## config.mk

```make
export PLATFORM = sky130hd
export DESIGN_NAME = mirrored_border_line_fir
export DESIGN_NICKNAME = d
export VERILOG_FILES = /design/src/design/mbl_pkg.sv /design/src/design/mbl_csr.sv /design/src/design/mbl_ctrl.sv /design/src/design/mbl_dp.sv /design/src/design/mirrored_border_line_fir.sv
export SDC_FILE = /design/constraint.sdc
export NUM_CORES = 1
export LEC_CHECK = 0
export BUFFER_PORTS_ARGS = -buffer_cell sky130_fd_sc_hd__buf_2
export CORE_AREA = 2 2 285 357
export DETAILED_ROUTE_END_ITERATION = 8
export DIE_AREA = 0 0 287 359
export MAX_ROUTING_LAYER = met4
export PLACE_DENSITY_LB_ADDON = 0.25
export SETUP_SLACK_MARGIN = 0.5
export SLEW_MARGIN = 20
export SYNTH_ARGS = -nofsm -noshare
export SYNTH_HDL_FRONTEND = slang
export SYNTH_SLANG_ARGS = --single-unit
```

## constraint.sdc

```tcl
create_clock -name clock -period 13 [get_ports clock]
set_input_delay 1.95 -clock clock [delete_from_list [all_inputs] [get_ports clock]]
set_output_delay 1.95 -clock clock [all_outputs]
set_load 0.02 [all_outputs]
```

## src/design/mbl_pkg.sv

```systemverilog
// ----------------------------------------------------------------------------
// mbl_pkg
// Shared constants, types and command/status structs of the mirrored-border
// line FIR.
// ----------------------------------------------------------------------------
package mbl_pkg;

   localparam int MAX_RADIUS = 5;
   localparam int MAX_LINE   = 4096;
   localparam int TAPS       = 2 * MAX_RADIUS + 1;
   localparam int NUM_COEF   = 6;
   localparam int NUM_REGS   = NUM_COEF + 1;

   localparam int SAMPLE_W   = 16;
   localparam int COEF_W     = 16;
   localparam int LEN_W      = 13;
   localparam int DATA_W     = 32;
   localparam int REG_IDX_W  = $clog2(NUM_REGS);
   localparam int ADDR_W     = REG_IDX_W + 2;
   localparam int POS_W      = $clog2(MAX_LINE);
   localparam int TAP_POS_W  = POS_W + 2;
   localparam int IDX_W      = $clog2(TAPS);
   localparam int STEP_W     = IDX_W;
   localparam int OFS_W      = $clog2(MAX_RADIUS + 1);
   localparam int PROD_W     = SAMPLE_W + COEF_W;
   localparam int ACC_W      = PROD_W + $clog2(TAPS);
   localparam int FRAC_W     = 15;

   localparam logic [COEF_W-1:0] COEF_CENTER_RESET = COEF_W'(32768);
   localparam logic [LEN_W-1:0]  LINE_LENGTH_RESET = LEN_W'(1024);

   typedef logic [NUM_COEF-1:0][COEF_W-1:0] coef_array_type;

   typedef enum logic [REG_IDX_W-1:0] {
      REG_COEF_CENTER,
      REG_COEF_OFF1,
      REG_COEF_OFF2,
      REG_COEF_OFF3,
      REG_COEF_OFF4,
      REG_COEF_OFF5,
      REG_LINE_LENGTH
   } reg_index_type;

   typedef enum logic [2:0] {
      ST_IDLE,
      ST_MAC,
      ST_DRAIN_FETCH,
      ST_DRAIN_MUL,
      ST_STORE
   } ctrl_state_type;

   typedef struct packed {
      logic              accept;
      logic              acc_clear;
      logic              mac_issue;
      logic [STEP_W-1:0] step;
      logic [OFS_W-1:0]  offset;
      logic              load_out;
      logic              out_last;
   } dp_cmd_type;

   typedef struct packed {
      logic line_done;
      logic pos_ge_radius;
      logic out_free;
   } dp_status_type;

endpackage

```

## src/design/mbl_csr.sv

```systemverilog
// ----------------------------------------------------------------------------
// mbl_csr
// APB register file: tap weights and line length, with length clamping.
// ----------------------------------------------------------------------------
module mbl_csr
   import mbl_pkg::*;
(
   input  logic                clock,
   input  logic                reset,
   input  logic                psel,
   input  logic                penable,
   input  logic                pwrite,
   input  logic [ADDR_W-1:0]   paddr,
   input  logic [DATA_W-1:0]   pwdata,
   output logic [DATA_W-1:0]   prdata,
   output logic                pready,
   output coef_array_type      coef,
   output logic [LEN_W-1:0]    eff_len
);

   coef_array_type   coef_ff, coef_in;
   logic [LEN_W-1:0] line_length_ff, line_length_in;
   logic             wr_en;
   reg_index_type    reg_idx;

   assign pready  = 1'b1;
   assign wr_en   = psel & penable & pwrite;
   assign reg_idx = reg_index_type'(paddr[ADDR_W-1:2]);

   always_comb begin
      coef_in        = coef_ff;
      line_length_in = line_length_ff;
      prdata         = '0;
      unique case (reg_idx)
         REG_COEF_CENTER, REG_COEF_OFF1, REG_COEF_OFF2,
         REG_COEF_OFF3, REG_COEF_OFF4, REG_COEF_OFF5: begin
            prdata = DATA_W'(coef_ff[reg_idx]);
            if (wr_en) begin
               coef_in[reg_idx] = pwdata[COEF_W-1:0];
            end
         end
         REG_LINE_LENGTH: begin
            prdata = DATA_W'(line_length_ff);
            if (wr_en) begin
               line_length_in = pwdata[LEN_W-1:0];
            end
         end
         default: begin
            prdata = '0;
         end
      endcase
   end

   always_ff @(posedge clock) begin
      if (reset) begin
         coef_ff        <= '0;
         coef_ff[0]     <= COEF_CENTER_RESET;
         line_length_ff <= LINE_LENGTH_RESET;
      end else begin
         coef_ff        <= coef_in;
         line_length_ff <= line_length_in;
      end
   end

   always_comb begin
      eff_len = line_length_ff;
      if (32'(line_length_ff) > MAX_LINE) begin
         eff_len = LEN_W'(MAX_LINE);
      end
      if (32'(eff_len) < TAPS) begin
         eff_len = LEN_W'(TAPS);
      end
   end

   assign coef = coef_ff;

endmodule

```

## src/design/mbl_ctrl.sv

```systemverilog
// ----------------------------------------------------------------------------
// mbl_ctrl
// Sequencer: accepts samples, steps the shared MAC over the taps of each
// output and hands finished sums to the output register.
// ----------------------------------------------------------------------------
module mbl_ctrl
   import mbl_pkg::*;
(
   input  logic          clock,
   input  logic          reset,
   input  logic          req_valid,
   output logic          req_ready,
   input  dp_status_type status,
   output dp_cmd_type    cmd
);

   ctrl_state_type    state_ff, state_in;
   logic [STEP_W-1:0] step_ff, step_in;
   logic [OFS_W-1:0]  offset_ff, offset_in;
   logic              flush_ff, flush_in;

   always_ff @(posedge clock) begin
      if (reset) begin
         state_ff  <= ST_IDLE;
         step_ff   <= '0;
         offset_ff <= '0;
         flush_ff  <= 1'b0;
      end else begin
         state_ff  <= state_in;
         step_ff   <= step_in;
         offset_ff <= offset_in;
         flush_ff  <= flush_in;
      end
   end

   always_comb begin
      state_in      = state_ff;
      step_in       = step_ff;
      offset_in     = offset_ff;
      flush_in      = flush_ff;
      req_ready     = 1'b0;
      cmd           = '0;
      cmd.step      = step_ff;
      cmd.offset    = offset_ff;
      unique case (state_ff)
         ST_IDLE: begin
            req_ready  = 1'b1;
            cmd.accept = req_valid;
            if (req_valid && (status.line_done || status.pos_ge_radius)) begin
               flush_in      = status.line_done;
               offset_in     = OFS_W'(MAX_RADIUS);
               step_in       = '0;
               cmd.acc_clear = 1'b1;
               state_in      = ST_MAC;
            end
         end
         ST_MAC: begin
            cmd.mac_issue = 1'b1;
            if (step_ff == STEP_W'(TAPS - 1)) begin
               state_in = ST_DRAIN_FETCH;
            end else begin
               step_in = step_ff + 1'b1;
            end
         end
         ST_DRAIN_FETCH: begin
            state_in = ST_DRAIN_MUL;
         end
         ST_DRAIN_MUL: begin
            state_in = ST_STORE;
         end
         ST_STORE: begin
            if (status.out_free) begin
               cmd.load_out = 1'b1;
               cmd.out_last = flush_ff && (offset_ff == '0);
               if (flush_ff && (offset_ff != '0)) begin
                  offset_in     = offset_ff - 1'b1;
                  step_in       = '0;
                  cmd.acc_clear = 1'b1;
                  state_in      = ST_MAC;
               end else begin
                  state_in = ST_IDLE;
               end
            end
         end
         default: begin
            state_in = ST_IDLE;
         end
      endcase
   end

endmodule

```

## src/design/mbl_dp.sv

```systemverilog
// ----------------------------------------------------------------------------
// mbl_dp
// Datapath: tap window, line position, mirrored tap addressing, shared
// multiply-accumulate, rounding/saturation and the output register.
// ----------------------------------------------------------------------------
module mbl_dp
   import mbl_pkg::*;
(
   input  logic                clock,
   input  logic                reset,
   input  dp_cmd_type          cmd,
   output dp_status_type       status,
   input  logic [SAMPLE_W-1:0] req_sample_in,
   input  coef_array_type      coef,
   input  logic [LEN_W-1:0]    eff_len,
   output logic                rsp_valid,
   input  logic                rsp_ready,
   output logic [SAMPLE_W-1:0] rsp_sample_out,
   output logic                rsp_line_end
);

   logic [SAMPLE_W-1:0] window_ff [TAPS];
   logic [POS_W-1:0]    pos_ff, pos_in;
   logic [POS_W-1:0]    calc_pos_ff;
   logic [LEN_W-1:0]    len_m1;

   logic signed [TAP_POS_W-1:0] pos_s, tap_s, idx_s;
   logic [IDX_W-1:0]     tap_idx;
   logic [STEP_W-1:0]    tap_dist;
   logic [COEF_W-1:0]    weight;

   logic [SAMPLE_W-1:0] fetch_sample_ff;
   logic [COEF_W-1:0]   fetch_weight_ff;
   logic                fetch_vld_ff;
   logic [PROD_W-1:0]   prod_ff;
   logic                prod_vld_ff;
   logic [ACC_W-1:0]    acc_ff, acc_in;

   logic [ACC_W:0]      rounded;
   logic [SAMPLE_W-1:0] sat_sample;
   logic                rsp_valid_ff, rsp_valid_in;
   logic [SAMPLE_W-1:0] rsp_sample_ff;
   logic                rsp_line_end_ff;

   // line position and end-of-line detection
   assign len_m1               = eff_len - 1'b1;
   assign status.line_done     = (LEN_W'(pos_ff) >= len_m1);
   assign status.pos_ge_radius = (32'(pos_ff) >= MAX_RADIUS);
   assign status.out_free      = !rsp_valid_ff || rsp_ready;

   always_comb begin
      pos_in = pos_ff;
      if (cmd.accept) begin
         pos_in = status.line_done ? '0 : pos_ff + 1'b1;
      end
   end

   always_ff @(posedge clock) begin
      if (reset) begin
         pos_ff <= '0;
      end else begin
         pos_ff <= pos_in;
      end
   end

   always_ff @(posedge clock) begin
      if (cmd.accept) begin
         calc_pos_ff  <= pos_ff;
         window_ff[0] <= req_sample_in;
         for (int k = 1; k < TAPS; k++) begin
            window_ff[k] <= window_ff[k-1];
         end
      end
   end

   // mirrored tap address: left edge not repeated, right edge repeated
   always_comb begin
      pos_s = signed'(TAP_POS_W'(calc_pos_ff));
      tap_s = pos_s + signed'(TAP_POS_W'(cmd.step)) - signed'(TAP_POS_W'(cmd.offset))
              - signed'(TAP_POS_W'(MAX_RADIUS));
      if (tap_s < 0) begin
         idx_s = pos_s + tap_s;
      end else if (tap_s > pos_s) begin
         idx_s = tap_s - pos_s - signed'(TAP_POS_W'(1));
      end else begin
         idx_s = pos_s - tap_s;
      end
      tap_idx = idx_s[IDX_W-1:0];
   end

   always_comb begin
      tap_dist = (32'(cmd.step) >= MAX_RADIUS) ? cmd.step - STEP_W'(MAX_RADIUS)
                                               : STEP_W'(MAX_RADIUS) - cmd.step;
      weight = '0;
      for (int c = 0; c < NUM_COEF; c++) begin
         if (tap_dist == STEP_W'(c)) begin
            weight = coef[c];
         end
      end
   end

   // fetch, multiply, accumulate
   always_ff @(posedge clock) begin
      fetch_sample_ff <= window_ff[tap_idx];
      fetch_weight_ff <= weight;
      prod_ff         <= fetch_sample_ff * fetch_weight_ff;
      acc_ff          <= acc_in;
   end

   always_ff @(posedge clock) begin
      if (reset) begin
         fetch_vld_ff <= 1'b0;
         prod_vld_ff  <= 1'b0;
      end else begin
         fetch_vld_ff <= cmd.mac_issue;
         prod_vld_ff  <= fetch_vld_ff;
      end
   end

   always_comb begin
      acc_in = acc_ff;
      if (cmd.acc_clear) begin
         acc_in = '0;
      end else if (prod_vld_ff) begin
         acc_in = acc_ff + ACC_W'(prod_ff);
      end
   end

   // round half up, saturate to 16 bits
   assign rounded    = {1'b0, acc_ff} + (ACC_W+1)'(1 << (FRAC_W - 1));
   assign sat_sample = (|rounded[ACC_W:FRAC_W+SAMPLE_W]) ? '1
                                                         : rounded[FRAC_W+SAMPLE_W-1:FRAC_W];

   always_comb begin
      rsp_valid_in = rsp_valid_ff;
      if (cmd.load_out) begin
         rsp_valid_in = 1'b1;
      end else if (rsp_ready) begin
         rsp_valid_in = 1'b0;
      end
   end

   always_ff @(posedge clock) begin
      if (reset) begin
         rsp_valid_ff <= 1'b0;
      end else begin
         rsp_valid_ff <= rsp_valid_in;
      end
   end

   always_ff @(posedge clock) begin
      if (cmd.load_out) begin
         rsp_sample_ff   <= sat_sample;
         rsp_line_end_ff <= cmd.out_last;
      end
   end

   assign rsp_valid      = rsp_valid_ff;
   assign rsp_sample_out = rsp_sample_ff;
   assign rsp_line_end   = rsp_line_end_ff;

endmodule

```

## src/design/mirrored_border_line_fir.sv

```systemverilog
// ----------------------------------------------------------------------------
// mirrored_border_line_fir
// Symmetric 11-tap line FIR with mirrored borders, APB-programmed weights.
//
// Samples of a line enter on req_* (valid/ready), filtered samples leave on
// rsp_* with rsp_line_end set on the last one of a line. The user must write
// weights and line length through the APB port only while the block is idle.
// The block does not enforce this. The first 5 samples of a line give no
// result, each later one gives one, and the last sample flushes 6 results.
// One shared multiplier walks the 11 taps of each output. A sample that
// gives no result is taken and the sequencer stays idle; any other runs the
// tap steps, drain fetch, drain multiply and store, and the last sample of a
// line runs these once per flushed result. No sample is taken meanwhile.
// The result sits in an output register; while it waits, samples that give
// no result are still taken, and the next finished sum waits in the
// sequencer until the register is free.
// Synchronous reset returns weights to their defaults, the line position to
// zero and empties the output register.
// ----------------------------------------------------------------------------
module mirrored_border_line_fir
   import mbl_pkg::*;
(
   input  logic                clock,
   input  logic                reset,
   input  logic                req_valid,
   output logic                req_ready,
   input  logic [SAMPLE_W-1:0] req_sample_in,
   output logic                rsp_valid,
   input  logic                rsp_ready,
   output logic [SAMPLE_W-1:0] rsp_sample_out,
   output logic                rsp_line_end,
   input  logic                psel,
   input  logic                penable,
   input  logic                pwrite,
   input  logic [ADDR_W-1:0]   paddr,
   input  logic [DATA_W-1:0]   pwdata,
   output logic [DATA_W-1:0]   prdata,
   output logic                pready
);

   coef_array_type   coef;
   logic [LEN_W-1:0] eff_len;
   dp_cmd_type       cmd;
   dp_status_type    status;

   mbl_csr u_csr (
      .clock   (clock),
      .reset   (reset),
      .psel    (psel),
      .penable (penable),
      .pwrite  (pwrite),
      .paddr   (paddr),
      .pwdata  (pwdata),
      .prdata  (prdata),
      .pready  (pready),
      .coef    (coef),
      .eff_len (eff_len)
   );

   mbl_ctrl u_ctrl (
      .clock     (clock),
      .reset     (reset),
      .req_valid (req_valid),
      .req_ready (req_ready),
      .status    (status),
      .cmd       (cmd)
   );

   mbl_dp u_dp (
      .clock          (clock),
      .reset          (reset),
      .cmd            (cmd),
      .status         (status),
      .req_sample_in  (req_sample_in),
      .coef           (coef),
      .eff_len        (eff_len),
      .rsp_valid      (rsp_valid),
      .rsp_ready      (rsp_ready),
      .rsp_sample_out (rsp_sample_out),
      .rsp_line_end   (rsp_line_end)
   );

endmodule

```

**Word-level counts from Yosys, hierarchy flattened**

Memory sizes are Yosys's and may differ from the RTL's. A register that Yosys moved wholly into a read port is not among the register bits.
Index checks and enable logic that the tools add are counted.

- Register bits: 248
- Memory bits (writable): 176
- Bits of input ports: 60
- Output and inout port bits: 52
- Logic and storage cells: 139
- Memories: 1

- Add/subtract/negate cells: 15
- $mul: 1
- Magnitude comparators: 9
- Equal/unequal tests: 21
- Muxes and demuxes: 45
- Bitwise gates (word level): 2
- Reduce and logical (&&, ||, !) cells: 24

Memory list:

| name | depth | bits a word | read ports | clocked after Yosys merged registers in | wr ports | line | text |
|---|---|---|---|---|---|---|---|
| u_dp.window_ff | 11 | 16 | 11 | 1 | 11 | mbl_dp.sv:22 | `logic [SAMPLE_W-1:0] window_ff [TAPS];` |

Operator list:

| operator | number |
|---|---|
| $mux 16 | 8 |
| $bwmux 96 | 1 |
| $bmux 16 s3 | 1 |
| $demux 16 s3 | 1 |
| $add 36x15->37 const B | 1 |
| $add 36x32->36 | 1 |
| $mul 16x16->32 | 1 |
| $pmux 16 s2 | 1 |
| $mux 4 | 7 |
| $mux 13 | 2 |
| $mux 3 | 6 |
| $pmux 3 s5 | 1 |
| $gt 14x13->1 | 1 |
| $lt 14x1->1 const B | 1 |
| $sub 14x4->14 | 1 |
| $sub 14x4->14 const B | 1 |
| $add 12x4->13 | 1 |
| $ge 12x13->1 | 1 |
| $gt 13x13->1 const B | 1 |
| $lt 13x4->1 const B | 1 |
| $sub 13x1->13 const B | 1 |
| $add 12x1->12 const B | 1 |
| $eq 3x2->1 const B | 4 |
| $eq 3x3->1 const B | 4 |
| 37 further kinds | 68 |

**Longest topological paths before layout**

- Depth after elaboration: 10
- Mapped depth: 30
- Depth with buffers taken out: 28

**By module**

A second synthesis with hierarchy kept.

- Cells, all modules: 2,973
- Area, all modules: 30,367.9 um2

By module, submodules not included:

| module | instances | cells each | area each (um2) | sequential area each (um2) |
|---|---|---|---|---|
| mbl_dp | 1 | 2,285 | 24,207.0 | 8,458.1 |
| mbl_csr | 1 | 613 | 5,517.8 | 2,182.1 |
| mbl_ctrl | 1 | 75 | 643.1 | 220.2 |

**Worst setup path after synthesis**

OpenSTA, ideal clock, no wires.

- Path kind: input to register
- From: input req_valid
- To: register u_dp.acc_ff[30]
- Setup time: 131 ps
- Data arrival time: 7,342 ps
- Path slack: 5,526 ps
- Cell stages on the path: 6
- Buffers on the path: 0
- Cell sequence: nand2_1 -> inv_1 -> o22ai_1 -> and3_1 -> mux2i_1 -> o21ai_0

- Word-level cells in the longest chain between the ends: 3

RTL lines:

| what | line | text |
|---|---|---|
| from (decl) | mirrored_border_line_fir.sv:25 | `input logic req_valid,` |
| $logic_and 1x1->1 | mbl_ctrl.sv:49 | `if (req_valid && (status.line_done \|\| status.pos_ge_radius)) begin` |
| $mux 1 | mbl_ctrl.sv:49 |  |
| $pmux 1 s2 | mbl_ctrl.sv:45 | `unique case (state_ff)` |
| to (signal assigned) | mbl_dp.sv:107 | `acc_ff <= acc_in;` |
| to (decl) | mbl_dp.sv:37 | `logic [ACC_W-1:0] acc_ff, acc_in;` |

Every way passes these cells.
A chain may end at the register's enable or synchronous reset.

**Worst setup path after layout**

- From: register u_ctrl.step_ff[0]
- To: register u_dp.fetch_sample_ff[13], read port of u_dp.window_ff

- Word-level cells in the longest chain between the ends: 7
- Elaborated cells between the ends (all ways): 11
- Those cells by class: 7 x add/sub; 2 x order compare; 2 x mux

RTL lines:

| what | line | text |
|---|---|---|
| from (decl) | mbl_ctrl.sv:18 | `logic [STEP_W-1:0] step_ff, step_in;` |
| from (signal assigned) | mbl_ctrl.sv:30 | `step_ff <= step_in;` |
| $add 12x4->13 * | mbl_dp.sv:79 | `tap_s = pos_s + signed'(TAP_POS_W'(cmd.step)) - signed'(TAP_POS_W'(cmd.offset))` |
| $sub 14x4->14 * | mbl_dp.sv:79 |  |
| $sub 14x4->14 * | mbl_dp.sv:80 | `- signed'(TAP_POS_W'(MAX_RADIUS));` |
| $sub 4x4->4 | mbl_dp.sv:84 | `idx_s = tap_s - pos_s - signed'(TAP_POS_W'(1));` |
| $sub 4x2->4 | mbl_dp.sv:84 |  |
| $mux 4 | mbl_dp.sv:83 | `end else if (tap_s > pos_s) begin` |
| $mux 4 * | mbl_dp.sv:81 | `if (tap_s < 0) begin` |
| to (decl) | mbl_dp.sv:32 | `logic [SAMPLE_W-1:0] fetch_sample_ff;` |

Every way passes the cells marked *; elsewhere a longest branch is shown, timed or not.

==> flow_summary.json <==
{
  "status": "finished clean",
  "grt_pass1_wl_um": 124000,
  "core_area_um2": 99900,
  "synth_edf_count": 205,
  "ys_types": 74,
  "fill_cells": 10500,
  "clock_path_buffers": 3,
  "cts.clk_slew.worst_paths_ns": 0.06,
  "start_kind": "flop",
  "layout_commonest_cell": "nand2_1",
  "vias": 22100,
  "wl_per_cell_um": 17.4,
  "cp_data_arrival_time_ns": 8.15,
  "place_ws_ns": 5.39,
  "setup_viol_count_final": 0,
  "synth_cells": 3171,
  "layout-drive-gt1-share_pct": 7.60,
  "cts_tree": "done",
  "hpwlAfterDp_um": 53400,
  "yosysWarnings": 0,
  "powerDensity_nw_per_um2": 209,
  "overflow": 0,
  "async_flop_share_pct": 0,
  "cts_resized": 0,
  "clock-root-buffer": "clkbuf_16",
  "ys.flop_type": "dfxtp_1",
  "synth_area_per_cell_um2": 9.34,
  "numPortBuffers": 76,
  "min_path_type": "flop to flop",
  "grt_usage_pct": 15.6,
  "cts_hold_buf": 0,
  "cts_sinks": 440,
  "via_per_inst": 4.86,
  "ys_seq_area_share_pct": 36.7,
  "die_h_um": 359,
  "finalCritPeriodShare_pct": 58.4,
  "grt_max_degree": 117,
  "area_growth_syn_to_layout_pct": 11.4,
  "dp.cells": 4448,
  "crit_start": "u_ctrl.step_ff[0]",
  "slew_violations": 0,
  "drt-initial-drc-count": 1351,
  "p_leak_nw": 14.0,
  "ant_nets": 0,
  "worstSetupEndpointType": "flop",
  "cap_violations": 0,
  "gp_congestion": 0.810,
  "cts_setup_buffers": 0,
  "max_freq_mhz": 132,
  "die_area_um2": 103000,
  "finClkSkew_ns": 0.0401,
  "drc": 0,
  "start_util_pct": 29.7,
  "peakVddDrop_uv": 388,
  "fin_nets": 3631,
  "first_pass_iters": 5,
  "tns_ns": 0,
  "ioPinCount": 112,
  "grt_pass1_vias": 22300,
  "rows": 130,
  "synth_area_um2": 29600,
  "final_cell_mix": "nand2_1, inv_1, dfxtp_1, a21oi_1, edfxtp_1",
  "worst_pin_slew_ns": 1.18,
  "die_x_um": 287,
  "antenna_found_initial": 0,
  "cts_buffers": 51,
  "clock_latency_ns": 0.63,
  "htreeDepth": 2,
  "final_cells": 4543,
  "drt_wl_total_um": 78800,
  "ys_seq_elements": 440,
  "fin_ws_ns": 5.40,
  "cp_max_fo": 50,
  "setup.worst_path.class": "flop to flop",
  "finalHoldViolCount": 0,
  "required_ns": 13.55,
  "period_needed_ns": 7.60,
  "r2r-start": "u_ctrl.step_ff[0]",
  "rsz0062_at_grt": "false",
  "slew_headroom_pct": 21.1,
  "hp-start": "u_dp.window_ff[4][15]"
}
-- final cells by class --
| cell class | instances | area, um^2 | area share, % |
|---|---|---|---|
| Timing Repair Buffer | 112 | 653 | 1.98 |
| Sequential cell | 440 | 10900 | 32.9 |
| Clock buffer | 77 | 1500 | 4.53 |
| Antenna cell | 1 | 2.50 | 0.00758 |
| Clock inverter | 17 | 164 | 0.496 |
| Tap cell | 1320 | 1650 | 5.00 |
| Multi-Input combinational cell | 2246 | 16900 | 51.3 |
| Inverter | 330 | 1250 | 3.77 |
-- critical path, stage by stage, from the launching register on --
cell	delay, ns
dfxtp_1	0.60
ha_1	0.27
inv_1	0.06
fa_1	0.47
inv_1	0.04
ha_1	0.26
ha_1	0.21
inv_1	0.07
fa_1	0.20
inv_1	0.05
a21o_1	0.20
o31ai_1	0.47
nand3_1	0.28
o31a_1	0.36
xnor2_1	0.13
ha_1	0.29
nand2_1	0.07
nor4_1	0.39
nand2_1	0.12
a21boi_0	0.32
mux2i_4	0.17
xnor2_4	0.17
buf_4	0.53
a21o_2	0.61
buf_4	0.51
a211oi_1	0.15
a311oi_1	0.26
o211a_1	0.20
-- Yosys cell counts, drive strengths merged (4+ instances only) --
| cell | instances | area [um^2] |
|---|---|---|
| ha | 191 | 2390 |
| o2111ai | 4 | 35.0 |
| a21oi | 217 | 1090 |
| mux2i | 29 | 303 |
| or3 | 8 | 50.1 |
| and2 | 102 | 638 |
| a311oi | 17 | 149 |
| nor4 | 18 | 119 |
| o22ai | 19 | 119 |
| nand4 | 17 | 106 |
| dfxtp | 235 | 4700 |
| and3 | 20 | 125 |
| a31oi | 11 | 68.8 |
| a22oi | 24 | 180 |
| o211ai | 8 | 60.1 |
| nor2b | 14 | 87.6 |
| o21a | 10 | 75.1 |
| nand3 | 42 | 215 |
| o211a | 19 | 198 |
| o21bai | 9 | 67.6 |
| nor2 | 181 | 679 |
| mux4 | 4 | 90.1 |
| fa | 199 | 3980 |
| xnor2 | 74 | 667 |
| nor3 | 25 | 125 |
| a21o | 40 | 300 |
| o2bb2ai | 6 | 71.3 |
| inv | 329 | 1230 |
| a221oi | 19 | 166 |
| o31a | 5 | 43.8 |
| nand2 | 554 | 2080 |
| o31ai | 11 | 82.6 |
| o221ai | 7 | 61.3 |
| edfxtp | 205 | 6160 |
| nand2b | 21 | 131 |
| buf | 48 | 292 |
| o21ai | 96 | 488 |
| clkbuf | 122 | 458 |
| xor2 | 35 | 307 |
| a211oi | 127 | 993 |
| mux2 | 11 | 124 |
-- worst paths after layout --
kind | to | slack (ns) | cells past startpoint
worst min register to register | u_dp.window_ff[5][15] | 0.43 | 0
worst max-delay path | u_dp.fetch_sample_ff[13] | 5.40 | 27
worst min-delay path | u_dp.window_ff[5][15] | 0.43 | 0
worst max register to register | u_dp.fetch_sample_ff[13] | 5.40 | 27
-- power by group --
group | switching, mW | internal [mW]
registers | 0.346 | 1.85
logic | 2.06 | 1.21
clock network | 0.611 | 0.818
total | 3.01 | 3.88
-- metrics by stage --
stage                     hold slack (ns)  cell area (um^2)  util [%]  power (mW)
after CTS                           0.437             33000      33.1        7.00
after global routing                0.445             33000      33.1        7.44
after floorplan                     0.414             29700         -        4.62
final                               0.435             33000      33.1        6.89
after global placement              0.428             31400      31.4        5.52
after detailed placement            0.432             31400      31.4        5.53
-- cell families (layout without fill, tap and decap cells) --
family,after synthesis,after routing,share of synthesized area (%)
AO/OA/AOI/OAI,668,668,14.9
flip-flops,440,440,36.7
multiplexers,44,44,1.74
XOR/XNOR,109,109,3.29
adder cells (fa/ha/maj),390,390,21.5
buffers and inverters,500,536,6.71
AND/OR/NAND/NOR,1018,1018,15.1
other,2,18,0.0253
-- per-layer routing --
layer	global-route usage, %	up-vias	share of wire [%]
met2	26.3	430	48
met3	1.96	142	3.9
li1	-	10800	-
met4	5.27	0	3.2
met5	-	-	0
met1	19.2	10700	44
-- flip-flops by register name, indices dropped and copies added, names as in the netlist --
| signal | flops |
|---|---|
| u_dp.fetch_sample_ff | 16 |
| u_dp.fetch_weight_ff | 16 |
| u_dp.rsp_sample_out | 16 |
| u_ctrl.state_ff | 3 |
| u_csr.line_length_ff | 13 |
| u_dp.fetch_vld_ff | 1 |
| u_dp.rsp_line_end | 1 |
| u_ctrl.flush_ff | 1 |
| u_dp.pos_ff | 12 |
| u_dp.calc_pos_ff | 12 |
| u_dp.acc_ff | 36 |
| u_dp.prod_ff | 32 |
| u_ctrl.step_ff | 4 |
| u_dp.prod_vld_ff | 1 |
| u_ctrl.offset_ff | 3 |
| u_csr.coef | 96 |
| u_dp.rsp_valid | 1 |
| u_dp.window_ff | 176 |
(Power assumes the default switching activity.)
